### config.mk
export PLATFORM = sky130hd
export DESIGN_NAME = voice_activity_recording_gate_core
export DESIGN_NICKNAME = d
export VERILOG_FILES = /design/src/design/vag_pkg.sv /design/src/design/voice_activity_recording_gate_core.sv /design/src/design/vag_store.sv /design/src/design/vag_gate.sv
export SDC_FILE = /design/constraint.sdc
export NUM_CORES = 2
export LEC_CHECK = 0
export ABC_AREA = 1
export BUFFER_PORTS_ARGS = -buffer_cell sky130_fd_sc_hd__buf_2
export CORE_UTILIZATION = 45
export CTS_CLUSTER_SIZE = 20
export DETAILED_ROUTE_END_ITERATION = 12
export HOLD_SLACK_MARGIN = 0.05
export PLACE_DENSITY = 0.64
export SYNTH_ARGS = -nofsm -noshare
export SYNTH_HDL_FRONTEND = slang
export SYNTH_HIERARCHICAL = 1
export SYNTH_SLANG_ARGS = --single-unit
### constraint.sdc
create_clock -name aclk -period 7.4 [get_ports aclk]
set_input_delay 1.11 -clock aclk [delete_from_list [all_inputs] [get_ports aclk]]
set_output_delay 1.11 -clock aclk [all_outputs]
set_load 0.01 [all_outputs]
### src/design/vag_pkg.sv
// Shared types, constants and the PCM conversion function for the voice
// activity recording gate. Depends on nothing; every other file imports it.
`timescale 1ns / 1ps

package vag_pkg;

    // Field widths.
    localparam int SAMPLE_W  = 24;
    localparam int PCM_W     = 16;
    localparam int CFG_W     = 24;
    localparam int CFG_IDX_W = 8;

    // Default block length.
    localparam int BLOCK_MAX_DEF = 64;

    // Register indexes on the configuration port.
    localparam logic [CFG_IDX_W-1:0] CFG_THRESHOLD     = 8'd0;
    localparam logic [CFG_IDX_W-1:0] CFG_SILENCE_LIMIT = 8'd1;

    // Register reset values.
    localparam logic [CFG_W-1:0] THRESHOLD_RESET = 24'd104858;
    localparam logic [CFG_W-1:0] SILENCE_RESET   = 24'd16000;

    // Saturation value of the silence count.
    localparam logic [CFG_W-1:0] SILENCE_SAT = 24'hFFFFFF;

    // Decision taken at the end of a block.
    typedef struct packed {
        logic keep;
        logic started;
        logic stopped;
    } gate_dec_t;

    // Clamp a Q4.20 sample to [-1, 1], scale by 32767 and divide by 2^20,
    // truncating toward zero.
    function automatic logic signed [PCM_W-1:0] to_pcm(input logic signed [SAMPLE_W-1:0] s);
        logic signed [21:0] c;
        logic signed [37:0] prod;
        logic signed [37:0] adj;
        if (s > 24'sd1048576) begin
            c = 22'sd1048576;
        end else if (s < -24'sd1048576) begin
            c = -22'sd1048576;
        end else begin
            c = s[21:0];
        end
        prod = c * 16'sd32767;
        // Negative products get a bias so the shift rounds toward zero.
        adj = prod[37] ? (prod + 38'sd1048575) : prod;
        return adj[35:20];
    endfunction

endpackage

### src/design/voice_activity_recording_gate_core.sv
// Top level of the voice activity recording gate: capture into the block
// store, replay of kept blocks as PCM. Depends on vag_pkg, vag_store, vag_gate.
`timescale 1ns / 1ps

// Usage
// The s_ channel carries Q4.20 samples with a block_last mark; the m_ channel
// returns 16-bit PCM for every kept block, in store order, with run_last on
// the final sample and utterance_start / utterance_end flags. The cfg_ port
// writes the threshold (index 0) and silence limit (index 1); the user must
// do so only while idle, as the block itself does not enforce it.
// Throughput: one sample per cycle is taken while a block is captured. When
// a kept block ends, input pauses while the store is replayed through its
// single read port, one sample per cycle while m_ready stays high.
// After a kept block's last sample, the sequencer enters replay and the first
// result passes the store read register, then the output register.
// Reset (aresetn low, synchronous) clears the fill count, peak, recording
// flag, silence count, replay sequencer and output valid, and reloads the
// register defaults; store contents need no clearing.
// A stalled receiver holds the output register and the read stage; replay
// resumes when m_ready returns, and input stays paused until the replay ends.
module voice_activity_recording_gate_core
    import vag_pkg::*;
#(
    parameter int BLOCK_MAX = BLOCK_MAX_DEF
) (
    input  logic                       aclk,
    input  logic                       aresetn,
    input  logic                       cfg_we,
    input  logic [CFG_IDX_W-1:0]       cfg_index,
    input  logic [CFG_W-1:0]           cfg_wdata,
    input  logic                       s_valid,
    output logic                       s_ready,
    input  logic signed [SAMPLE_W-1:0] s_sample_value,
    input  logic                       s_block_last,
    output logic                       m_valid,
    input  logic                       m_ready,
    output logic signed [PCM_W-1:0]    m_pcm_sample,
    output logic                       m_run_last,
    output logic                       m_utterance_start,
    output logic                       m_utterance_end
);

    localparam int AW = (BLOCK_MAX > 1) ? $clog2(BLOCK_MAX) : 1;
    localparam int CW = $clog2(BLOCK_MAX + 1);

    localparam logic ST_CAPTURE = 1'b0;
    localparam logic ST_REPLAY  = 1'b1;

    logic                state_reg;
    logic [AW-1:0]       fill_reg;
    logic [CW-1:0]       len_reg;
    logic [AW-1:0]       rd_idx_reg;
    logic                start_reg;
    logic                stop_reg;
    logic                rd_valid_reg;
    logic                rd_first_reg;
    logic                rd_last_reg;
    logic                rd_stop_reg;
    logic                m_valid_reg;
    logic [PCM_W-1:0]    pcm_reg;
    logic                run_last_reg;
    logic                ustart_reg;
    logic                uend_reg;

    logic                accept;
    logic                block_end;
    logic [CW-1:0]       block_len;
    logic                issue;
    logic                issue_last;
    logic                out_load;
    logic [SAMPLE_W-1:0] rd_data;
    gate_dec_t           dec;

    // Input handshake and block boundary.
    assign s_ready   = (state_reg == ST_CAPTURE);
    assign accept    = s_valid && s_ready;
    assign block_end = s_block_last || (fill_reg == AW'(BLOCK_MAX - 1));
    assign block_len = CW'(fill_reg) + CW'(1);

    // Replay read issue: the read stage must be free or move on this cycle.
    assign out_load   = rd_valid_reg && (!m_valid_reg || m_ready);
    assign issue      = (state_reg == ST_REPLAY) && (!rd_valid_reg || out_load);
    assign issue_last = (CW'(rd_idx_reg) + CW'(1)) == len_reg;

    vag_store #(
        .BLOCK_MAX(BLOCK_MAX),
        .AW       (AW)
    ) u_store (
        .aclk   (aclk),
        .wr_en  (accept),
        .wr_addr(fill_reg),
        .wr_data(s_sample_value),
        .rd_en  (issue),
        .rd_addr(rd_idx_reg),
        .rd_data(rd_data)
    );

    vag_gate #(
        .BLOCK_MAX(BLOCK_MAX),
        .CW       (CW)
    ) u_gate (
        .aclk     (aclk),
        .aresetn  (aresetn),
        .cfg_we   (cfg_we),
        .cfg_index(cfg_index),
        .cfg_wdata(cfg_wdata),
        .sample_en(accept),
        .sample   (s_sample_value),
        .block_end(block_end),
        .block_len(block_len),
        .dec      (dec)
    );

    // Capture and replay sequencer.
    always_ff @(posedge aclk) begin
        if (!aresetn) begin
            state_reg  <= ST_CAPTURE;
            fill_reg   <= '0;
            rd_idx_reg <= '0;
        end else begin
            unique case (state_reg)
                ST_CAPTURE: begin
                    if (accept) begin
                        if (block_end) begin
                            fill_reg   <= '0;
                            rd_idx_reg <= '0;
                            if (dec.keep) begin
                                state_reg <= ST_REPLAY;
                            end
                        end else begin
                            fill_reg <= fill_reg + 1'b1;
                        end
                    end
                end
                ST_REPLAY: begin
                    if (issue) begin
                        rd_idx_reg <= rd_idx_reg + 1'b1;
                        if (issue_last) begin
                            state_reg <= ST_CAPTURE;
                        end
                    end
                end
                default: state_reg <= ST_CAPTURE;
            endcase
        end
    end

    // Block length and flags latched at the decision.
    always_ff @(posedge aclk) begin
        if (accept && block_end) begin
            len_reg   <= block_len;
            start_reg <= dec.started;
            stop_reg  <= dec.stopped;
        end
    end

    // Read stage valid and per-sample flags.
    always_ff @(posedge aclk) begin
        if (!aresetn) begin
            rd_valid_reg <= 1'b0;
        end else if (issue) begin
            rd_valid_reg <= 1'b1;
        end else if (out_load) begin
            rd_valid_reg <= 1'b0;
        end
    end

    always_ff @(posedge aclk) begin
        if (issue) begin
            rd_first_reg <= start_reg && (rd_idx_reg == '0);
            rd_last_reg  <= issue_last;
            rd_stop_reg  <= stop_reg && issue_last;
        end
    end

    // Output register with PCM conversion.
    always_ff @(posedge aclk) begin
        if (!aresetn) begin
            m_valid_reg <= 1'b0;
        end else if (out_load) begin
            m_valid_reg <= 1'b1;
        end else if (m_ready) begin
            m_valid_reg <= 1'b0;
        end
    end

    always_ff @(posedge aclk) begin
        if (out_load) begin
            pcm_reg      <= to_pcm(rd_data);
            run_last_reg <= rd_last_reg;
            ustart_reg   <= rd_first_reg;
            uend_reg     <= rd_stop_reg;
        end
    end

    assign m_valid           = m_valid_reg;
    assign m_pcm_sample      = pcm_reg;
    assign m_run_last        = run_last_reg;
    assign m_utterance_start = ustart_reg;
    assign m_utterance_end   = uend_reg;

    // A held read stage is never overwritten by a new store read.
    assert property (@(posedge aclk) disable iff (!aresetn)
        rd_valid_reg && !out_load |-> !issue)
        else $error("vag core: read stage overwritten");

    // Capture and replay never overlap.
    assert property (@(posedge aclk) disable iff (!aresetn)
        s_ready |-> !issue)
        else $error("vag core: store read while capturing");

    // The end of an utterance comes only on the last sample of a block.
    assert property (@(posedge aclk) disable iff (!aresetn)
        m_valid && m_utterance_end |-> m_run_last)
        else $error("vag core: utterance end away from block end");

    // A kept block always replays at least one sample.
    assert property (@(posedge aclk) disable iff (!aresetn)
        state_reg == ST_REPLAY |-> len_reg != '0)
        else $error("vag core: replay of an empty block");

endmodule

### src/design/vag_store.sv
// Block store: one write port and one registered read port.
// Depends on vag_pkg for the sample width.
`timescale 1ns / 1ps

module vag_store
    import vag_pkg::*;
#(
    parameter int BLOCK_MAX = BLOCK_MAX_DEF,
    parameter int AW = (BLOCK_MAX > 1) ? $clog2(BLOCK_MAX) : 1
) (
    input  logic                aclk,
    input  logic                wr_en,
    input  logic [AW-1:0]       wr_addr,
    input  logic [SAMPLE_W-1:0] wr_data,
    input  logic                rd_en,
    input  logic [AW-1:0]       rd_addr,
    output logic [SAMPLE_W-1:0] rd_data
);

    logic [SAMPLE_W-1:0] mem [BLOCK_MAX];
    logic [SAMPLE_W-1:0] rd_data_reg;

    // Write port.
    always_ff @(posedge aclk) begin
        if (wr_en) begin
            mem[wr_addr] <= wr_data;
        end
    end

    // Read port; the data register holds between reads.
    always_ff @(posedge aclk) begin
        if (rd_en) begin
            rd_data_reg <= mem[rd_addr];
        end
    end

    assign rd_data = rd_data_reg;

endmodule

### src/design/vag_gate.sv
// Voice decision state: configuration registers, block peak, recording flag
// and saturating silence count. Depends on vag_pkg for widths and codes.
`timescale 1ns / 1ps

module vag_gate
    import vag_pkg::*;
#(
    parameter int BLOCK_MAX = BLOCK_MAX_DEF,
    parameter int CW = $clog2(BLOCK_MAX + 1)
) (
    input  logic                 aclk,
    input  logic                 aresetn,
    input  logic                 cfg_we,
    input  logic [CFG_IDX_W-1:0] cfg_index,
    input  logic [CFG_W-1:0]     cfg_wdata,
    input  logic                 sample_en,
    input  logic [SAMPLE_W-1:0]  sample,
    input  logic                 block_end,
    input  logic [CW-1:0]        block_len,
    output gate_dec_t            dec
);

    logic [CFG_W-1:0]    threshold_reg;
    logic [CFG_W-1:0]    limit_reg;
    logic [SAMPLE_W-1:0] peak_reg;
    logic [SAMPLE_W-1:0] peak_next;
    logic                rec_reg;
    logic                rec_next;
    logic [CFG_W-1:0]    silence_reg;
    logic [CFG_W-1:0]    silence_next;
    logic [SAMPLE_W-1:0] mag;
    logic [CFG_W:0]      sum;
    logic [CFG_W-1:0]    sum_sat;
    logic                voice;

    // Configuration writes; unknown indexes are ignored.
    always_ff @(posedge aclk) begin
        if (!aresetn) begin
            threshold_reg <= THRESHOLD_RESET;
            limit_reg     <= SILENCE_RESET;
        end else if (cfg_we) begin
            unique case (cfg_index)
                CFG_THRESHOLD:     threshold_reg <= cfg_wdata;
                CFG_SILENCE_LIMIT: limit_reg     <= cfg_wdata;
                default: ;
            endcase
        end
    end

    // Magnitude of the incoming sample and the running peak.
    always_comb begin
        mag       = sample[SAMPLE_W-1] ? (~sample + 1'b1) : sample;
        peak_next = (mag > peak_reg) ? mag : peak_reg;
    end

    // End-of-block decision.
    always_comb begin
        voice        = peak_next > threshold_reg;
        sum          = {1'b0, silence_reg} + (CFG_W + 1)'(block_len);
        sum_sat      = sum[CFG_W] ? SILENCE_SAT : sum[CFG_W-1:0];
        dec          = '0;
        rec_next     = rec_reg;
        silence_next = silence_reg;
        if (voice) begin
            dec.keep     = 1'b1;
            dec.started  = !rec_reg;
            rec_next     = 1'b1;
            silence_next = '0;
        end else if (rec_reg) begin
            dec.keep     = 1'b1;
            silence_next = sum_sat;
            if (sum_sat >= limit_reg) begin
                dec.stopped  = 1'b1;
                rec_next     = 1'b0;
                silence_next = '0;
            end
        end
    end

    // State update on each accepted sample.
    always_ff @(posedge aclk) begin
        if (!aresetn) begin
            peak_reg    <= '0;
            rec_reg     <= 1'b0;
            silence_reg <= '0;
        end else if (sample_en) begin
            if (block_end) begin
                peak_reg    <= '0;
                rec_reg     <= rec_next;
                silence_reg <= silence_next;
            end else begin
                peak_reg <= peak_next;
            end
        end
    end

    // A block starts and stops a recording never at once.
    assert property (@(posedge aclk) disable iff (!aresetn)
        sample_en && block_end |-> !(dec.started && dec.stopped))
        else $error("vag_gate: start and stop in the same block");

    // The silence count is clear whenever recording is off.
    assert property (@(posedge aclk) disable iff (!aresetn)
        !rec_reg |-> silence_reg == '0)
        else $error("vag_gate: silence count left over outside a recording");

    // A started block leaves recording on.
    assert property (@(posedge aclk) disable iff (!aresetn)
        sample_en && block_end && dec.started |=> rec_reg)
        else $error("vag_gate: recording did not start");

endmodule

# Word level (Yosys, flattened, before mapping)
# Memories as Yosys holds them, arrays and structs flattened. A register that Yosys moved wholly into a read port is not among the register bits.
# Cells that the tools add are included.
# op_classes
addsub	7
multipliers	1
n_lt_le_gt_ge	5
n_eq_ne	6
n_mux	34
bitwise	3
reduce_logical	24
# ops
operator	n
24-bit 2-to-1 mux	7
22-bit 2-to-1 mux	3
24-bit > comparator	2
22-bit by 16-bit multiplier with 38-bit output (second input constant)	1
36-bit by 21-bit adder with 36-bit output (second input constant)	1
36-bit 2-to-1 mux	1
24-bit by 7-bit adder with 25-bit output	1
24-bit by 1-bit adder with 24-bit output (second input constant)	1
24-bit >= comparator	1
24-bit by 22-bit > comparator with 1-bit output (second input constant)	1
24-bit by 21-bit < comparator with 1-bit output (second input constant)	1
6-bit 2-to-1 mux	4
24-bit inverter	1
1-bit 2-to-1 mux	17
6-bit by 1-bit adder with 7-bit output (second input constant)	2
6-bit by 1-bit adder with 6-bit output (second input constant)	2
6-bit case mux with 2 select lines	1
8-bit by 1-bit equality test with 1-bit output (second input constant)	1
8-bit logical NOT	1
2-bit AND reduction	4
7-bit equality test	1
6-bit equality test (second input constant)	1
1-bit logical AND	6
6-bit logical NOT	1
other kinds (8)	18
# word_totals
ff_bits	143
ramBits	1536
input_bits	62
output_inout_bits	21
wordCells	101
memories	1
# mem_list
memory	words	width	read_ports	rd_ports_with_merged_regs	write_ports	line	text
u_store.mem	64	24	1	1	1	vag_store.sv:20	logic [SAMPLE_W-1:0] mem [BLOCK_MAX];

# Logic depth before layout (Yosys ltp)
# logic_depth
word_depth	11
depth_mapped	44
mapped_depth_nobuf	41

# Modules after synthesis
# The synthesis kept the hierarchy.
# modules_own_cells
mod	instances	cells_each	area_each_um2	seq_area_each_um2
vag_store	1	5230	62995.4	46844.9
voice_activity_recording_gate_core	1	1556	11772.5	1231.2
vag_gate	1	1288	7841.3	1941.9

# Worst setup path before layout
# OpenSTA, ideal clock, no wires.
# synth_path
path_type	reg2reg
start	register u_store.rd_data_reg[23] (netlist: u_store/rd_data[23]) (read register of u_store.mem)
end	register pcm_reg[14] (netlist: m_pcm_sample[14]) (data pin)
setup_time_ns	0.252
arrival_ns	6.913
required_time_ns	7.148
setup_slack_ns	0.235
path_stages_with_launch	42
n_path_buf	1
synth_period_minus_slack_ns	7.165
cell_sequence	edfxtp_1 buf_6 inv_4 nand4_4 inv_2 nor2_2 nand2_4 inv_1 nor3_1 ha_1 inv_1 xor2_1 inv_1 fa_1 inv_1 fa_1 inv_1 fa_1 [... 6 more ...] nand2_1 inv_1 nand2_1 nand2_1 inv_1 nand3_1 nand2_1 nand2_1 nand2_1 nand2_1 nor2_1 nand2_1 nor2_2 nand3_2 nor2_2 nand2_1 nand2_1 nand2_1
# synth_between
elab_chain_cells	7
word_cells_on_any_way	8
classes_between	1 x add/sub; 1 x mul; 2 x order compare; 4 x mux
# synth_rtl
item	line	text
start, declared	vag_store.sv:21	logic [SAMPLE_W-1:0] rd_data_reg;
24-bit by 21-bit < comparator with 1-bit output	vag_pkg.sv:42	end else if (s < -24'sd1048576) begin
22-bit 2-to-1 mux	vag_pkg.sv:42	
22-bit 2-to-1 mux *	vag_pkg.sv:40	if (s > 24'sd1048576) begin
22-bit 2-to-1 mux *	voice_activity_recording_gate_core.sv:188	if (out_load) begin
22-bit by 16-bit multiplier with 38-bit output *	vag_pkg.sv:47	prod = c * 16'sd32767;
36-bit by 21-bit adder with 36-bit output	vag_pkg.sv:49	adj = prod[37] ? (prod + 38'sd1048575) : prod;
36-bit 2-to-1 mux *	vag_pkg.sv:49	
end signal, assigned	voice_activity_recording_gate_core.sv:189	pcm_reg <= to_pcm(rd_data);
end, declared	voice_activity_recording_gate_core.sv:60	logic [PCM_W-1:0] pcm_reg;
# Mark *: on every way between the ends. The rest lies on a longest branch, timed or not. The select of a mux whose other input is x is not followed.
# A chain may end at the register's enable or synchronous reset.

# Final worst setup path
# layout_path
start	register u_store.rd_data_reg[11] (netlist: u_store/rd_data[11]) (read register of u_store.mem)
end	register pcm_reg[12] (netlist: m_pcm_sample[12]) (data pin)
# The elaborated chain is that of the path after synthesis.

==> flow_summary.yaml <==
timing:
  setup_slack_ns: 0.370
  hold_viol: 0
  whs_ns: 0.417
  finalCriticalPeriod_ns: 7.03
  setup-violations-final: 0
  fin_setup_tns_ns: 0
  max_freq_mhz: 142
  finalMaxSlewViolations: 0
  tightestPinTransition_ns: 1.27
  slew_headroom_pct: 15.5
  clock_skew_ns: 0.0721
  period_share_pct: 95.0
setup_path:
  crit_slowest_cell: "fa_1"
  r2r-start: "u_store/rd_data[11]"
  path_buf_inv: 8
  worstSetupPathType: "reg -> reg"
  crit_fanout: 6
  worstPathArrival_ns: 7.57
  crit_path_max_incr_delay_ns: 0.55
  cp_top_family: "adder cells"
  r2r_cells: 38
  required_ns: 7.94
  startpoint_type: "flop"
  r2r_slack_ns: 0.37
  end_kind: "flop"
  critPathMostFrequentCell: "nand2_1"
  rr_endpoint: "m_pcm_sample[12]"
synthesis:
  avgSynthCellArea_sq_um: 10.2
  ys_seq_area_share_pct: 60.5
  synth.area.top_cells: "edfxtp_1, nand2_1, nand3_1, fa_1, inv_1"
  synth_most_common_cell: "nand2_1"
  synth_edf_count: 1591
  syn_nets: 8518
  synth.cell_area_sq_um: 82600
  synth_ff_type: "edfxtp_1"
  ys_ff_latch: 1703
  synthCells: 8074
  synth-async-reset-ratio_pct: 0
  yosys.area.top_type: "edfxtp_1"
  ys_warn_count: 6
  synth.distinct_cells: 47
  yosys-top-cells-count: "nand2_1, edfxtp_1, nand3_1, inv_1, nor2_1"
  yosys.area.top_type_share_pct: 57.8
layout:
  largest_reg_flops: 1536
  synthToLayoutAreaGrowth_pct: 11.1
  fin_nets: 8574
  fillers: 16100
  final_cells: 10600
  drive_gt1_share_pct: 9.20
  top_register: "u_store/mem"
floorplanning:
  die_y_microns: 430
  io_pins: 83
  dieArea_sq_um: 185000
  core_area_sq_um: 182000
  initial_utilization_pct: 45.5
  std_cell_rows: 156
  die_width_microns: 430
drt:
  drc: 0
  drtPass1Iterations: 6
  ant_nets: 0
  drtIter0Drc: 6063
  wire_per_inst_microns: 21.3
  vias: 58000
  routed_via_density: 5.45
  finalWirelength_mm: 227
placed_design:
  pre_cts_ws_ns: 0.166
  port_buffers: 82
  dp.cells: 10300
  place_congestion: 0.917
  dp_hpwl_mm: 135
grt:
  grt_pass1_wl_mm: 341
  grt_pass1_vias: 55800
  grt_start_max_net_pins: 245
  grt_remaining_overflow: 0
  grt_use_total_pct: 24.3
  antenna_found_initial: 5
power_and_ir_drop:
  p_leak_nw: 36.3
  power_density_nw_per_um2: 509
  ir_drop_mv: 1.26
cts:
  cts-root-buf: "clkbuf_16"
  clk_path_buf_depth: 3
  insertion_delay_ns: 0.84
  cts.sinks: 1703
  tritoncts: "built"
  cts_max_level: 4
  clk_pin_slew_ns: 0.06
  cts_made_buffers: 174
hold_path:
  hold_path.class: "reg -> reg"
  hold_start: "rd_first_reg"
  min_path_cells: 0
  whs_endpoint: "m_utterance_start"
job:
  maxCapViolCount: 0
run_status:
  status: "complete, no violations"
[cell families (layout without fill, tap and decap cells)]
family / after synthesis / after routing / share of synthesized area, %
other: 0 / 3 / 0
flip-flops: 1703 / 1703 / 60.5
adder cells (fa/ha/maj): 382 / 382 / 7.69
AND/OR/NAND/NOR: 4622 / 4622 / 23.8
buffers and inverters: 1083 / 1282 / 5.85
AO/OA/AOI/OAI: 232 / 232 / 1.52
XOR/XNOR: 52 / 52 / 0.551
[worst max-delay path by stage]
stage / slack, ns / start / endpoint / cells after the start
global placement: 0.13 / u_store/rd_data[23] / m_pcm_sample[13] / 32
finish: 0.37 / u_store/rd_data[11] / m_pcm_sample[12] / 38
detailed placement: 0.17 / u_store/rd_data[23] / m_pcm_sample[13] / 32
CTS: 0.16 / u_store/rd_data[23] / m_pcm_sample[15] / 32
floorplan: 0.24 / u_store/rd_data[23] / m_pcm_sample[14] / 41
global route: -0.06 / u_store/rd_data[13] / m_pcm_sample[12] / 38
[routing by layer]
layer / track usage [%] / up-vias / share of wire [%]
met5: 0 / - / 0.015
li1: - / 27200 / -
met2: 39.7 / 2200 / 47
met1: 32.7 / 28200 / 41
met3: 3.32 / 384 / 7.5
met4: 9.85 / 4 / 4.0
[layout by cell type, fill, tap and decap left out, drive strengths merged, types with 86 or more instances in the layout]
cell,instances
clkinv,86
nor2,343
inv,690
fa,210
edfxtp,1591
clkbuf,212
nand2,2663
dfxtp,112
ha,172
buf,273
a21oi,125
nand3,1475
[layout make-up]
cell class	count	area, sq um	area share (%)
sequential	1703	50000	54.5
multi-input combinational	5288	28400	30.9
clock buffer	212	4590	5.00
tap	2370	2970	3.23
inverter	690	2640	2.87
timing repair buffer	273	1980	2.16
clock inverter	107	1180	1.29
antenna	3	7.51	0.00818
[worst reg2reg max path: cells and delay by family (launching register included)]
family	cells	cell delay (ns)
fa+ha+maj	7	3.01
simple gates	22	2.45
buf+inv	8	0.79
flops	1	0.40
compound gates	1	0.14
[through the flow]
step                instance area [sq um]  total power, mW  util (%)
floorplan                           82600             29.3         -
global placement                    85400             36.5      47.1
detailed placement                  85400             36.4      47.1
CTS                                 91200             45.4      50.2
global route                        91800             50.9      50.5
finish                              91800             46.7      50.6
[power breakdown]
part	internal, mW	total [mW]	switching, mW
clock network	5.05	8.87	3.82
registers	11.1	11.2	0.0950
logic	9.22	26.6	17.4
total	25.3	46.7	21.3
[repair_timing]
item | in CTS | in global routing
resized for setup | 0 | 122
hold buffers | 0 | 0
endpoints found under the setup margin | 0 | 16
setup buffers | 0 | 15
(Power assumes the default switching activity.)
